<file path="config.mk">
export PLATFORM = sky130hd
export DESIGN_NAME = spectrum_background_adapt_check
export DESIGN_NICKNAME = d
export VERILOG_FILES = /design/src/design/sbac_pkg.sv /design/src/design/sbac_bin_store.sv /design/src/design/sbac_accum.sv /design/src/design/sbac_gate.sv /design/src/design/spectrum_background_adapt_check.sv
export SDC_FILE = /design/constraint.sdc
export NUM_CORES = 2
export LEC_CHECK = 0
export BUFFER_PORTS_ARGS = -buffer_cell sky130_fd_sc_hd__buf_4
export CORE_UTILIZATION = 43
export DETAILED_ROUTE_END_ITERATION = 6
export GPL_TIMING_DRIVEN = 0
export PLACE_DENSITY = 0.55
export SLEW_MARGIN = 10
export SYNTH_ARGS = -nofsm -noshare
export SYNTH_HDL_FRONTEND = slang
export SYNTH_SLANG_ARGS = --single-unit
</file>
<file path="constraint.sdc">
create_clock -name clk -period 10.1 [get_ports clk]
set_input_delay 2.02 -clock clk [delete_from_list [all_inputs] [get_ports clk]]
set_output_delay 2.02 -clock clk [all_outputs]
set_load 0.02 [all_outputs]
</file>
<file path="src/design/sbac_pkg.sv">
// Shared types, codes and constants for the spectrum background adaptation check.
// Used by every module of the block; no dependencies.
`default_nettype none

package sbac_pkg;

  localparam int IDX_W  = 5;
  localparam int VAL_W  = 16;
  localparam int OUTC_W = 4;
  localparam int MODE_W = 2;
  localparam int CFG_IDX_W  = 2;
  localparam int CFG_DATA_W = 15;
  localparam int LIM_W  = 15;
  localparam int BAND_W = 8;

  // bins reachable by the index field
  localparam int WRITE_SPAN = 2 ** IDX_W;

  localparam int DEF_FRAME_BINS   = 32;
  localparam int DEF_COMPARE_BINS = 10;

  // item modes
  localparam logic [MODE_W-1:0] MODE_BASE   = 2'd0;
  localparam logic [MODE_W-1:0] MODE_ADAPT  = 2'd1;
  localparam logic [MODE_W-1:0] MODE_FRAME  = 2'd2;
  localparam logic [MODE_W-1:0] MODE_DECIDE = 2'd3;

  // outcome codes
  localparam logic [OUTC_W-1:0] OUT_LOAD       = 4'd0;
  localparam logic [OUTC_W-1:0] OUT_UNARMED    = 4'd1;
  localparam logic [OUTC_W-1:0] OUT_TEMP_STBL  = 4'd2;
  localparam logic [OUTC_W-1:0] OUT_DIFF_HARD  = 4'd3;
  localparam logic [OUTC_W-1:0] OUT_ADAPT_HARD = 4'd4;
  localparam logic [OUTC_W-1:0] OUT_BASE_HARD  = 4'd5;
  localparam logic [OUTC_W-1:0] OUT_ADOPT_A    = 4'd6;
  localparam logic [OUTC_W-1:0] OUT_ADOPT_B    = 4'd7;
  localparam logic [OUTC_W-1:0] OUT_NONE       = 4'd8;

  // register indexes
  localparam logic [CFG_IDX_W-1:0] CFG_TEMP_BAND  = 2'd0;
  localparam logic [CFG_IDX_W-1:0] CFG_HARD_LIMIT = 2'd1;
  localparam logic [CFG_IDX_W-1:0] CFG_SOFT_LIMIT = 2'd2;
  localparam logic [CFG_IDX_W-1:0] CFG_MIN_CHANGE = 2'd3;

  localparam logic [BAND_W-1:0] RST_TEMP_BAND  = 8'd8;
  localparam logic [LIM_W-1:0]  RST_HARD_LIMIT = 15'd32;
  localparam logic [LIM_W-1:0]  RST_SOFT_LIMIT = 15'd16;
  localparam logic [LIM_W-1:0]  RST_MIN_CHANGE = 15'd8;

  typedef struct packed {
    logic [BAND_W-1:0] temp_band;
    logic [LIM_W-1:0]  hard_limit;
    logic [LIM_W-1:0]  soft_limit;
    logic [LIM_W-1:0]  min_change;
  } cfg_t;

  typedef struct packed {
    logic signed [VAL_W-1:0] frame_diff;
    logic signed [VAL_W-1:0] frame_diff_alt;
    logic signed [VAL_W-1:0] base_diff;
    logic signed [VAL_W-1:0] base_diff_alt;
    logic signed [VAL_W-1:0] temperature;
    logic signed [VAL_W-1:0] vptat;
    logic                    armed;
  } decide_t;

  typedef struct packed {
    logic signed [VAL_W-1:0] rise;
    logic signed [VAL_W-1:0] fall;
    logic signed [VAL_W-1:0] rise_base;
    logic signed [VAL_W-1:0] fall_base;
  } sums_t;

  typedef struct packed {
    logic frame;
    logic adapt;
    logic base;
  } store_we_t;

endpackage

`default_nettype wire

</file>
<file path="src/design/sbac_bin_store.sv">
// Bin memories: current frame, and a two-lane row holding adaptive and base background.
// One write and one read address per cycle, registered read data. Uses sbac_pkg.
`default_nettype none

module sbac_bin_store
  import sbac_pkg::*;
#(
  parameter int FRAME_BINS = DEF_FRAME_BINS
) (
  input  wire logic                     clk,
  input  wire store_we_t                we,
  input  wire logic [$clog2(FRAME_BINS)-1:0] waddr,
  input  wire logic [VAL_W-1:0]         wdata,
  input  wire logic [VAL_W-1:0]         adapt_wdata,
  input  wire logic                     rd_en,
  input  wire logic [$clog2(FRAME_BINS)-1:0] raddr,
  output logic      [VAL_W-1:0]         frame_q,
  output logic      [VAL_W-1:0]         adapt_q,
  output logic      [VAL_W-1:0]         base_q
);

  logic [VAL_W-1:0]   frame_mem [FRAME_BINS];
  // low lane adaptive, high lane base
  logic [2*VAL_W-1:0] bg_mem    [FRAME_BINS];

  always_ff @(posedge clk) begin
    if (we.frame) begin
      frame_mem[waddr] <= wdata;
    end
    if (we.adapt) begin
      bg_mem[waddr][VAL_W-1:0] <= adapt_wdata;
    end
    if (we.base) begin
      bg_mem[waddr][2*VAL_W-1:VAL_W] <= wdata;
    end
  end

  always_ff @(posedge clk) begin
    if (rd_en) begin
      frame_q <= frame_mem[raddr];
      adapt_q <= bg_mem[raddr][VAL_W-1:0];
      base_q  <= bg_mem[raddr][2*VAL_W-1:VAL_W];
    end
  end

endmodule

`default_nettype wire

</file>
<file path="src/design/sbac_accum.sv">
// Rise and fall accumulators of the frame against both backgrounds.
// One bin per cycle while en is high; sums wrap at 16 bits. Uses sbac_pkg.
`default_nettype none

module sbac_accum
  import sbac_pkg::*;
(
  input  wire logic             clk,
  input  wire logic             clr,
  input  wire logic             en,
  input  wire logic [VAL_W-1:0] frame_q,
  input  wire logic [VAL_W-1:0] adapt_q,
  input  wire logic [VAL_W-1:0] base_q,
  output sums_t                 sums
);

  logic signed [VAL_W:0] d_a, e_a, d_b, e_b;
  logic [VAL_W-1:0] add_rise_a, add_fall_a, add_rise_b, add_fall_b;

  always_comb begin
    d_a = $signed({frame_q[VAL_W-1], frame_q}) - $signed({adapt_q[VAL_W-1], adapt_q});
    e_a = $signed({adapt_q[VAL_W-1], adapt_q}) - $signed({frame_q[VAL_W-1], frame_q});
    d_b = $signed({frame_q[VAL_W-1], frame_q}) - $signed({base_q[VAL_W-1], base_q});
    e_b = $signed({base_q[VAL_W-1], base_q}) - $signed({frame_q[VAL_W-1], frame_q});
    // a bin counts only when one side leads by more than one
    add_rise_a = (d_a > 17'sd1) ? d_a[VAL_W-1:0] : '0;
    add_fall_a = (e_a > 17'sd1) ? e_a[VAL_W-1:0] : '0;
    add_rise_b = (d_b > 17'sd1) ? d_b[VAL_W-1:0] : '0;
    add_fall_b = (e_b > 17'sd1) ? e_b[VAL_W-1:0] : '0;
  end

  always_ff @(posedge clk) begin
    if (clr) begin
      sums <= '0;
    end else if (en) begin
      sums.rise      <= sums.rise + add_rise_a;
      sums.fall      <= sums.fall + add_fall_a;
      sums.rise_base <= sums.rise_base + add_rise_b;
      sums.fall_base <= sums.fall_base + add_fall_b;
    end
  end

endmodule

`default_nettype wire

</file>
<file path="src/design/sbac_gate.sv">
// Gate chain of a decide item: arm, temperature drift, hard and soft limits.
// Pure logic; the caller registers the outcome. Uses sbac_pkg.
`default_nettype none

module sbac_gate
  import sbac_pkg::*;
(
  input  wire cfg_t                    cfg,
  input  wire decide_t                 item,
  input  wire sums_t                   sums,
  input  wire logic signed [VAL_W-1:0] temp_ref,
  output logic             [OUTC_W-1:0] outcome,
  output logic                          adopt
);

  logic signed [VAL_W:0] drift, band, fdd, bdd, hl, sl, mc;
  logic signed [VAL_W:0] fd, bd, ri, fa, rib, fab;
  logic gate_a, gate_b;

  always_comb begin
    drift = $signed({temp_ref[VAL_W-1], temp_ref})
          - $signed({item.temperature[VAL_W-1], item.temperature});
    fd    = $signed({item.frame_diff[VAL_W-1], item.frame_diff});
    bd    = $signed({item.base_diff[VAL_W-1], item.base_diff});
    fdd   = fd - $signed({item.frame_diff_alt[VAL_W-1], item.frame_diff_alt});
    bdd   = bd - $signed({item.base_diff_alt[VAL_W-1], item.base_diff_alt});
    band  = $signed({{(VAL_W+1-BAND_W){1'b0}}, cfg.temp_band});
    hl    = $signed({{(VAL_W+1-LIM_W){1'b0}}, cfg.hard_limit});
    sl    = $signed({{(VAL_W+1-LIM_W){1'b0}}, cfg.soft_limit});
    mc    = $signed({{(VAL_W+1-LIM_W){1'b0}}, cfg.min_change});
    ri    = $signed({sums.rise[VAL_W-1], sums.rise});
    fa    = $signed({sums.fall[VAL_W-1], sums.fall});
    rib   = $signed({sums.rise_base[VAL_W-1], sums.rise_base});
    fab   = $signed({sums.fall_base[VAL_W-1], sums.fall_base});

    gate_a = (fd <= sl) && (fdd <= sl) && (ri <= sl) && (fa <= sl) && ((fd > mc) || (fdd > mc));
    gate_b = (bd <= sl) && (bdd <= sl) && (rib <= sl) && (fab <= sl)
          && ((bd > mc) || (bdd > mc));

    if (!item.armed) begin
      outcome = OUT_UNARMED;
    end else if ((drift < band) && (drift > -band)) begin
      outcome = OUT_TEMP_STBL;
    end else if ((fd > hl) || (fdd > hl)) begin
      outcome = OUT_DIFF_HARD;
    end else if ((ri > hl) || (fa > hl)) begin
      outcome = OUT_ADAPT_HARD;
    end else if ((rib > hl) || (fab > hl)) begin
      outcome = OUT_BASE_HARD;
    end else if (gate_a) begin
      outcome = OUT_ADOPT_A;
    end else if (gate_b) begin
      outcome = OUT_ADOPT_B;
    end else begin
      outcome = OUT_NONE;
    end
    adopt = (outcome == OUT_ADOPT_A) || (outcome == OUT_ADOPT_B);
  end

endmodule

`default_nettype wire

</file>
<file path="src/design/spectrum_background_adapt_check.sv">
// Top level of the spectrum background adaptation check: sequencer, registers, result stage.
// Instantiates sbac_bin_store, sbac_accum and sbac_gate. Uses sbac_pkg.
//
//   channel   direction  handshake              payload
//   s_*       in         s_tvalid / s_tready    s_tdata, s_tuser (mode)
//   m_*       out        m_tvalid / m_tready    m_tdata
//   cfg_*     in         cfg_valid / cfg_ready  cfg_index, cfg_data
//
// A load item goes from acceptance to the finish state, then to the result register.
// A decide item reads min(COMPARE_BINS, FRAME_BINS) bins, one bin per cycle through the
// memory read port, then gates; on adoption it copies min(FRAME_BINS, 32) frame bins.
// One item is worked at a time; s_tready is high only while the sequencer is idle.
// The result register holds a finished item while the next one is accepted.
// Reset clears control state, references and config registers; bin memories stay undefined.
`default_nettype none

module spectrum_background_adapt_check
  import sbac_pkg::*;
#(
  parameter int FRAME_BINS   = DEF_FRAME_BINS,
  parameter int COMPARE_BINS = DEF_COMPARE_BINS
) (
  input  wire logic                  clk,
  input  wire logic                  rst,
  input  wire logic                  s_tvalid,
  output logic                       s_tready,
  // index, value, frame_diff, frame_diff_alt, base_diff, base_diff_alt,
  // temperature, vptat, armed; 2 pad bits
  input  wire logic [119:0]          s_tdata,
  // mode
  input  wire logic [MODE_W-1:0]     s_tuser,
  output logic                       m_tvalid,
  input  wire logic                  m_tready,
  // adopted, outcome, rise_sum, fall_sum, rise_sum_base, fall_sum_base,
  // temp_ref_out, vptat_ref_out; 3 pad bits
  output logic      [103:0]          m_tdata,
  input  wire logic                  cfg_valid,
  output logic                       cfg_ready,
  input  wire logic [CFG_IDX_W-1:0]  cfg_index,
  input  wire logic [CFG_DATA_W-1:0] cfg_data
);

  localparam int ADDR_W = $clog2(FRAME_BINS);
  localparam int NCMP   = (COMPARE_BINS < FRAME_BINS) ? COMPARE_BINS : FRAME_BINS;
  // bins past the index range are never written, so the copy stops there
  localparam int COPY_N = (FRAME_BINS < WRITE_SPAN) ? FRAME_BINS : WRITE_SPAN;
  localparam int CNT_W  = $clog2(COPY_N + 1);

  localparam logic [2:0] ST_IDLE   = 3'd0;
  localparam logic [2:0] ST_SUM    = 3'd1;
  localparam logic [2:0] ST_GATE   = 3'd2;
  localparam logic [2:0] ST_COPY   = 3'd3;
  localparam logic [2:0] ST_FINISH = 3'd4;

  logic [2:0] state, state_next;
  logic [CNT_W-1:0] cnt;
  logic [ADDR_W-1:0] addr_d;
  logic issue, issue_d;
  logic s_acc, load_acc, decide_acc, idx_ok, commit;

  logic [IDX_W-1:0] s_index;
  logic [VAL_W-1:0] s_value;
  decide_t s_item, item;
  logic is_decide;

  cfg_t cfg;
  logic signed [VAL_W-1:0] temp_ref, vptat_ref;

  store_we_t we;
  logic [ADDR_W-1:0] waddr, raddr;
  logic [VAL_W-1:0] adapt_wdata, frame_q, adapt_q, base_q;
  sums_t sums;
  logic [OUTC_W-1:0] gate_outcome, outcome;
  logic gate_adopt;

  logic out_adopted;
  logic [OUTC_W-1:0] out_outcome;
  sums_t out_sums;
  logic [VAL_W-1:0] out_tref, out_vref;

  assign s_index = s_tdata[4:0];
  assign s_value = s_tdata[20:5];
  assign s_item.frame_diff     = s_tdata[36:21];
  assign s_item.frame_diff_alt = s_tdata[52:37];
  assign s_item.base_diff      = s_tdata[68:53];
  assign s_item.base_diff_alt  = s_tdata[84:69];
  assign s_item.temperature    = s_tdata[100:85];
  assign s_item.vptat          = s_tdata[116:101];
  assign s_item.armed          = s_tdata[117];

  assign s_tready   = (state == ST_IDLE);
  assign s_acc      = s_tvalid && s_tready;
  assign decide_acc = s_acc && (s_tuser == MODE_DECIDE);
  assign load_acc   = s_acc && (s_tuser != MODE_DECIDE);
  assign idx_ok     = (32'(s_index) < FRAME_BINS);
  assign commit     = (state == ST_FINISH) && (!m_tvalid || m_tready);
  assign cfg_ready  = 1'b1;

  assign issue = ((state == ST_SUM) && (cnt < CNT_W'(NCMP)))
              || ((state == ST_COPY) && (cnt < CNT_W'(COPY_N)));
  assign raddr = ADDR_W'(cnt);

  always_comb begin
    we.frame    = load_acc && idx_ok && (s_tuser == MODE_FRAME);
    we.base     = load_acc && idx_ok && (s_tuser == MODE_BASE);
    we.adapt    = (load_acc && idx_ok && (s_tuser == MODE_ADAPT))
               || ((state == ST_COPY) && issue_d);
    waddr       = (state == ST_COPY) ? addr_d : ADDR_W'(s_index);
    adapt_wdata = (state == ST_COPY) ? frame_q : s_value;
  end

  sbac_bin_store #(
    .FRAME_BINS(FRAME_BINS)
  ) u_store (
    .clk        (clk),
    .we         (we),
    .waddr      (waddr),
    .wdata      (s_value),
    .adapt_wdata(adapt_wdata),
    .rd_en      (issue),
    .raddr      (raddr),
    .frame_q    (frame_q),
    .adapt_q    (adapt_q),
    .base_q     (base_q)
  );

  sbac_accum u_accum (
    .clk    (clk),
    .clr    (decide_acc),
    .en     (issue_d && (state == ST_SUM)),
    .frame_q(frame_q),
    .adapt_q(adapt_q),
    .base_q (base_q),
    .sums   (sums)
  );

  sbac_gate u_gate (
    .cfg     (cfg),
    .item    (item),
    .sums    (sums),
    .temp_ref(temp_ref),
    .outcome (gate_outcome),
    .adopt   (gate_adopt)
  );

  always_comb begin
    state_next = state;
    case (state)
      ST_IDLE: begin
        if (decide_acc) begin
          state_next = ST_SUM;
        end else if (load_acc) begin
          state_next = ST_FINISH;
        end
      end
      ST_SUM: begin
        // last bin accumulates on this edge
        if (cnt == CNT_W'(NCMP)) begin
          state_next = ST_GATE;
        end
      end
      ST_GATE: begin
        state_next = gate_adopt ? ST_COPY : ST_FINISH;
      end
      ST_COPY: begin
        if (cnt == CNT_W'(COPY_N)) begin
          state_next = ST_FINISH;
        end
      end
      ST_FINISH: begin
        if (commit) begin
          state_next = ST_IDLE;
        end
      end
      default: begin
        state_next = ST_IDLE;
      end
    endcase
  end

  always_ff @(posedge clk) begin
    if (rst) begin
      state     <= ST_IDLE;
      cnt       <= '0;
      issue_d   <= 1'b0;
      temp_ref  <= '0;
      vptat_ref <= '0;
      m_tvalid  <= 1'b0;
      cfg.temp_band  <= RST_TEMP_BAND;
      cfg.hard_limit <= RST_HARD_LIMIT;
      cfg.soft_limit <= RST_SOFT_LIMIT;
      cfg.min_change <= RST_MIN_CHANGE;
    end else begin
      state   <= state_next;
      issue_d <= issue;
      if (issue) begin
        cnt <= cnt + 1'b1;
      end else if (state != state_next) begin
        cnt <= '0;
      end
      if ((state == ST_GATE) && gate_adopt) begin
        temp_ref  <= item.temperature;
        vptat_ref <= item.vptat;
      end
      if (commit) begin
        m_tvalid <= 1'b1;
      end else if (m_tready) begin
        m_tvalid <= 1'b0;
      end
      if (cfg_valid && cfg_ready) begin
        case (cfg_index)
          CFG_TEMP_BAND:  cfg.temp_band  <= cfg_data[BAND_W-1:0];
          CFG_HARD_LIMIT: cfg.hard_limit <= cfg_data[LIM_W-1:0];
          CFG_SOFT_LIMIT: cfg.soft_limit <= cfg_data[LIM_W-1:0];
          CFG_MIN_CHANGE: cfg.min_change <= cfg_data[LIM_W-1:0];
          default: begin
          end
        endcase
      end
    end
  end

  // payload registers
  always_ff @(posedge clk) begin
    addr_d <= raddr;
    if (s_acc) begin
      item      <= s_item;
      is_decide <= (s_tuser == MODE_DECIDE);
    end
    if (state == ST_GATE) begin
      outcome <= gate_outcome;
    end
    if (commit) begin
      out_adopted <= is_decide && ((outcome == OUT_ADOPT_A) || (outcome == OUT_ADOPT_B));
      out_outcome <= is_decide ? outcome : OUT_LOAD;
      out_sums    <= is_decide ? sums : '0;
      out_tref    <= temp_ref;
      out_vref    <= vptat_ref;
    end
  end

  assign m_tdata = {3'b000, out_vref, out_tref, out_sums.fall_base, out_sums.rise_base,
                    out_sums.fall, out_sums.rise, out_outcome, out_adopted};

  // a background write outside an accepted load belongs to the frame copy
  assert property (@(posedge clk) disable iff (rst)
    (we.adapt && !s_acc) |-> (state == ST_COPY))
    else $error("adaptive write outside copy");

  assert property (@(posedge clk) disable iff (rst)
    (state == ST_GATE && gate_adopt) |=> (state == ST_COPY))
    else $error("adoption did not start the copy");

  assert property (@(posedge clk) disable iff (rst)
    $rose(m_tvalid) |-> ($past(state) == ST_FINISH))
    else $error("result posted outside finish");

  assert property (@(posedge clk) disable iff (rst)
    (m_tvalid && out_adopted) |-> (out_outcome == OUT_ADOPT_A || out_outcome == OUT_ADOPT_B))
    else $error("adopted flag without adopting outcome");

  assert property (@(posedge clk) disable iff (rst)
    (cnt <= CNT_W'(COPY_N)))
    else $error("bin counter overran");

endmodule

`default_nettype wire

</file>
Yosys cells after proc, flatten, opt, wreduce, memory -nomap -nowiden --
Memories as Yosys holds them, arrays and structs flattened. A register that Yosys moved wholly into a read port is not among the register bits. Index checks and enable logic that the tools add are counted.
Operators by class: multiplexer cells 30, order comparisons 26, add/sub/neg operators 13, eq/ne operators 18, reduce and logical (&&, ||, !) cells 42
Operators by type and width (count):
- subtractor 16 x 16 -> 17 bit | 7
- > comparator 16 bit | 7
- less-or-equal comparator 16 bit | 6
- two-way mux 16 bit | 5
- > comparator 17 x 2 -> 1 bit (second input constant) | 4
- adder 16 bit | 4
- > comparator 17 x 16 -> 1 bit | 3
- less-or-equal comparator 17 x 16 -> 1 bit | 2
- two-way mux 4 bit | 7
- logical AND 1 bit | 22
- two-way mux 3 bit | 6
- > comparator 17 bit | 1
- less-than comparator 17 x 9 -> 1 bit | 1
- negation 8 -> 17 bit | 1
- == test 4 x 3 -> 1 bit (second input constant) | 4
- one-hot mux 3 bit (5 select lines) | 1
- two-way mux 6 bit | 2
- logical OR 1 bit | 10
- == test 2 bit (second input constant) | 4
- two-way mux 1 bit | 8
- AND reduction 2 bit | 4
- adder 6 x 1 -> 6 bit (second input constant) | 1
- == test 3 x 2 -> 1 bit (second input constant) | 2
- == test 6 x 4 -> 1 bit (second input constant) | 1
- other kinds (13) | 16
Storage, ports and cells: output and inout bits 107, input port bits 144, bits in writable memories 1536, bits in registers 368, logic and storage cells 163, memories kept 2
Memory list:
- u_store.bg_mem | depth 32, width 32, rd ports 1, clocked after memory_dff 1, write ports 1, line sbac_bin_store.sv:24 | logic [2*VAL_W-1:0] bg_mem [FRAME_BINS];
- u_store.frame_mem | depth 32, width 16, rd ports 1, clocked after memory_dff 1, write ports 1, line sbac_bin_store.sv:22 | logic [VAL_W-1:0] frame_mem [FRAME_BINS];

Longest topological paths before layout --
word-level depth 20, depth in mapped cells 26, gate-level depth less buffers 26

Cells and area by module --
Synthesis repeated with hierarchy kept, for this count alone.
Second synthesis, totals: cell total of the unflattened synthesis 6584, area total of the unflattened synthesis 90433.0 µm²
By module, submodules not included:
- sbac_bin_store | area each 61831.8 µm², times used 1, seq. area each 47565.6 µm², cells an instance 3475
- spectrum_background_adapt_check | area each 10595.2 µm², times used 1, seq. area each 8117.8 µm², cells an instance 764
- sbac_gate | area each 9430.3 µm², times used 1, seq. area each 0.0 µm², cells an instance 1220
- sbac_accum | area each 8575.7 µm², times used 1, seq. area each 1281.2 µm², cells an instance 1125

Least setup slack after synthesis --
Ideal clock, no wire load.
path kind input -> register, from in s_tvalid, to mem u_store.bg_mem[12][0] in the netlist's numbering, enable pin, setup time 388 ps, setup slack 4277 ps, data arrival time 5435 ps, buffers on the path 0, cell stages on the path 5, required time 9712 ps, cell sequence nand2_1 > inv_1 > a32o_1 > nand2_1 > nor2_1
Between the ends: word-level cells in the longest chain between the ends 6
RTL lines:
- start: declaration | line spectrum_background_adapt_check.sv:25 | input wire logic s_tvalid,
- logical AND 1 bit | line spectrum_background_adapt_check.sv:92 | assign s_acc = s_tvalid && s_tready;
- named net s_acc | line spectrum_background_adapt_check.sv:59 | logic s_acc, load_acc, decide_acc, idx_ok, commit;
- logical AND 1 bit | line spectrum_background_adapt_check.sv:94 | assign load_acc = s_acc && (s_tuser != MODE_DECIDE);
- logical AND 1 bit | line spectrum_background_adapt_check.sv:106 | we.adapt = (load_acc && idx_ok && (s_tuser == MODE_ADAPT))
- logical OR 1 bit | line spectrum_background_adapt_check.sv:107 | || ((state == ST_COPY) && issue_d);
- two-way mux 1 bit | line sbac_bin_store.sv:30 | if (we.adapt) begin
- two-way mux 1 bit (implied by the code) | line sbac_bin_store.sv:31 | bg_mem[waddr][VAL_W-1:0] <= adapt_wdata;
- end: declaration | line sbac_bin_store.sv:24
The timed path passes the listed nets, and every way through them passes these cells.

Worst setup path after layout --
from reg u_store.frame_q[7] (read register of u_store.frame_mem), to reg u_accum.sums[47] (netlist name)
Between the ends: word-level cells in the longest chain between the ends 4
RTL lines:
- start: declaration | line sbac_bin_store.sv:17 | output logic [VAL_W-1:0] frame_q,
- subtractor 16 x 16 -> 17 bit (*) | line sbac_accum.sv:22 | e_a = $signed({adapt_q[VAL_W-1], adapt_q}) - $signed({frame_q[VAL_W-1], frame_q});
- > comparator 17 x 2 -> 1 bit | line sbac_accum.sv:27 | add_fall_a = (e_a > 17'sd1) ? e_a[VAL_W-1:0] : '0;
- two-way mux 16 bit (*) | line sbac_accum.sv:27
- adder 16 bit (*) | line sbac_accum.sv:37 | sums.fall <= sums.fall + add_fall_a;
Every way passes the cells marked *; elsewhere a longest branch is shown, timed or not. A chain may end at the register's enable or synchronous reset.

==> results.py <==
metrics = {
    "power": {
        "p_int_mw": 13.8,
        "p_sw_frac": 0.243,
        "finalPower_mw": 18.2,
        "power_density_nw_per_um2": 177,
        "p_clk_frac": 0.415,
        "p_sw_mw": 4.41,
        "combPwrFrac": 0.091,
        "pwr-share-seq": 0.494,
        "ir_drop_mv": 0.188,
        "leakage_nw": 34.8,
    },
    "synth": {
        "synth_top_area_frac": 0.606,
        "ys_ff_latch": 1952,
        "synth-edff-count": 1787,
        "ys.flop_type": "edfxtp_1",
        "yosysWarnings": 0,
        "yosys-top-cells-count": "edfxtp_1, mux4_2, ha_1",
        "synth-simple-area-share": 0.0696,
        "synthAdderAreaFrac": 0.0689,
        "synth.avg_cell_area_um2": 15.6,
        "synthTopCellsByArea": "edfxtp_1, mux4_2, ha_1",
        "synth_largest_area_cell": "edfxtp_1",
        "synth_area_um2": 88500,
        "ys_seq_area_frac": 0.644,
        "synthArstFlopShare": 0,
        "muxShareOfSynthArea": 0.123,
        "synth_compound_area_frac": 0.0607,
        "synth-xor-area-share": 0.0125,
        "yosysMostFrequentCell": "edfxtp_1",
        "synth_top_family_by_area": "multiplexers",
        "syn_inst": 5674,
        "ys_types": 78,
    },
    "clock_network": {
        "cts_buffer_depth": 3,
        "cts.sinks": 1952,
        "clockRootBuffer": "clkbuf_16",
        "cts_tree": "built",
        "numCtsBuffers": 207,
        "path_clk_slew_ps": 60,
        "clkLatencyLatePin_ps": 870,
        "cts_hold_buf": 0,
        "cts_htree_levels": 4,
        "post_cts_buffers": 0,
        "cts_resized": 0,
    },
    "floorplanning": {
        "core_area_um2": 205000,
        "ios": 251,
        "die_h_um": 456,
        "dieWidth_um": 456,
        "dieArea_um2": 208000,
        "rows": 166,
        "initial_core_util": 0.433,
    },
    "grt": {
        "grt_overflow": 0,
        "grt_max_degree": 81,
        "track_usage": 0.247,
        "grt_pass1_vias": 52400,
        "grt_pass1_wl_mm": 370,
        "antenna_found_initial": 18,
    },
    "critical_path": {
        "cp.arrival_ps": 7120,
        "crit_fanout": 10,
        "start_kind": "flip-flop",
        "cp_slowest_stage_delay_ps": 490,
        "crit_type": "flip-flop to flip-flop",
        "worstPathRequired_ps": 10840,
        "cpMaxStageDelayCell": "edfxtp_1",
        "endpoint_kind": "flip-flop",
        "path_cells": "inv_1 -> ha_1 -> clkbuf_1 -> a21o_1 -> a31o_2 -> a21o_1 -> a21o_1 -> a21o_1 -> a221oi_1 -> xor2_1 -> o2111ai_1 -> o21ai_2 -> nor2_1 -> ha_1 -> a21o_1 -> a21oi_1 -> o21ai_0 -> a2111oi_2 -> o31ai_1 -> nand2b_1 -> a31o_2 -> o211a_1 -> or4_1 -> a21oi_1",
        "cpMostUsedCell": "a21o_1",
    },
    "sta": {
        "setup_viol": 0,
        "fmax_mhz": 157,
        "maxSlewHeadroom": 0.0869,
        "hold_slack_ps": 382,
        "setup_ws_ps": 3710,
        "fin_tns_setup_ps": 0,
        "slew_violations": 0,
        "final-hold-violation-count": 0,
        "worstMarginPinSlew_ps": 1370,
        "post-route-min-period_ps": 6390,
        "rsz0062_at_grt": "no",
        "period_share": 0.632,
        "clock_skew_ps": 64.8,
    },
    "finish": {
        "areaGrowthSynthToFinish_pct": 15.7,
        "stdcell_count": 9091,
        "drive_gt1_frac": 0.208,
        "final_area_um2": 102000,
        "final_net_count": 6849,
        "finalCoreUtilization": 0.500,
    },
    "place": {
        "place_inst": 8703,
        "pre_cts_ws_ps": 3820,
        "portBuffers": 243,
        "dpl_cell_area_um2": 95600,
        "hpwl_mm": 187,
        "place_congestion": 0.925,
    },
    "detailed_routing": {
        "vias": 52600,
        "viasPerCell": 5.78,
        "drc": 0,
        "routed_wl_mm": 258,
        "drt-initial-drc-count": 5174,
        "dr.pass1.iters": 6,
        "wl_per_cell_um": 28.4,
        "ant_nets": 0,
    },
    "hold_path": {
        "hold_path_class": "flip-flop to flip-flop",
    },
    "status": {
        "status": "finished, final reports clean",
    },
    "job": {
        "drv_cap": 0,
    },
}
-- flip-flops by register name, indices dropped and copies added, names as in the netlist, 3 cells and up --
| name | count |
|---|---|
| u_store.base_q | 16 |
| cnt | 6 |
| u_store.adapt_q | 16 |
| cfg | 53 |
| state | 3 |
| temp_ref | 16 |
| item | 97 |
| u_store.frame_mem | 512 |
| vptat_ref | 16 |
| u_store.bg_mem | 1024 |
| u_store.frame_q | 16 |
| addr_d | 5 |
| out_tref | 16 |
| u_accum.sums | 64 |
| m_tdata | 64 |
| out_outcome | 4 |
| outcome | 4 |
| out_vref | 16 |
-- worst paths after layout --
check / startpoint / endpoint / slack (ps) / cells after the start
setup reg to reg: u_store.frame_q[7]$_DFFE_PP_ / u_accum.sums[47]$_SDFFE_PP0P_ / 3710 / 24
hold / removal: cnt[0]$_SDFFE_PP0P_ / addr_d[0]$_DFF_P_ / 380 / 0
hold reg to reg: cnt[0]$_SDFFE_PP0P_ / addr_d[0]$_DFF_P_ / 380 / 0
setup / recovery: u_store.frame_q[7]$_DFFE_PP_ / u_accum.sums[47]$_SDFFE_PP0P_ / 3710 / 24
-- cells in the final DEF (no fill, tap or decap), types with 17 or more instances in the layout --
cell,n
and3_1,34
nand2b_1,42
nand2_1,450
or3_1,19
o31ai_1,22
o211ai_1,20
or2_2,23
nor2_1,187
a21oi_1,314
edfxtp_1,1787
buf_1,46
xnor2_1,65
nand3_1,75
nor4_1,19
buf_4,250
and2_1,86
nor2_2,79
xor2_1,61
a31oi_1,28
o21a_1,38
mux4_2,480
o21ai_0,136
nor2b_1,73
a211oi_1,30
ha_1,470
a21o_1,81
dfxtp_1,165
nor3_1,59
clkbuf_1,202
clkinv_2,33
clkbuf_16,209
inv_1,255
clkinv_1,51
nor2_4,17
nand4_1,77
a31o_2,42
buf_8,86
-- area by class of cell --
cell class	count	area, um2
Fill cell	17100	102000
Sequential cell	1952	57000
Multi-Input combinational cell	3236	30100
Clock buffer	258	5450
Tap cell	2688	3360
Timing Repair Buffer	339	3280
Clock inverter	127	1290
Inverter	259	977
Buffer	229	932
Antenna cell	3	7.51
-- worst max-delay path, delay by kind of cell, from the launching register on --
| kind | cells | cell delay [ps] |
|---|---|---|
| xor+xnor | 1 | 250 |
| buf+inv | 2 | 460 |
| simple gates | 3 | 760 |
| fa+ha+maj | 2 | 540 |
| flops | 1 | 490 |
| compound gates | 16 | 3760 |
-- kinds of logic after synthesis --
group           after synthesis
flops                      1952
simple gates               1290
compound gates              846
mux                         489
buf+inv                     488
fa+ha+maj                   481
xor+xnor                    126
other cells                   2
-- power by group through the flow --
stage                     sequential [mW]  clock [mW]  combinational (mW)
after floorplan                      9.13           0                1.01
after global placement               9.16           0                1.60
after detailed placement             9.15           0                1.65
after CTS                            8.98        7.65                1.66
after global routing                 8.98        7.96                1.82
final                                8.97        7.53                1.66
-- per-layer routing --
layer,routed length (um),GRT usage,vias to the layer above
li1,-,-,23300
met1,106000,0.327,27100
met2,128000,0.420,1751
met3,15300,0.0378,361
met4,7820,0.0748,2
met5,17,0,-
Power figures use the tool's default switching activity.
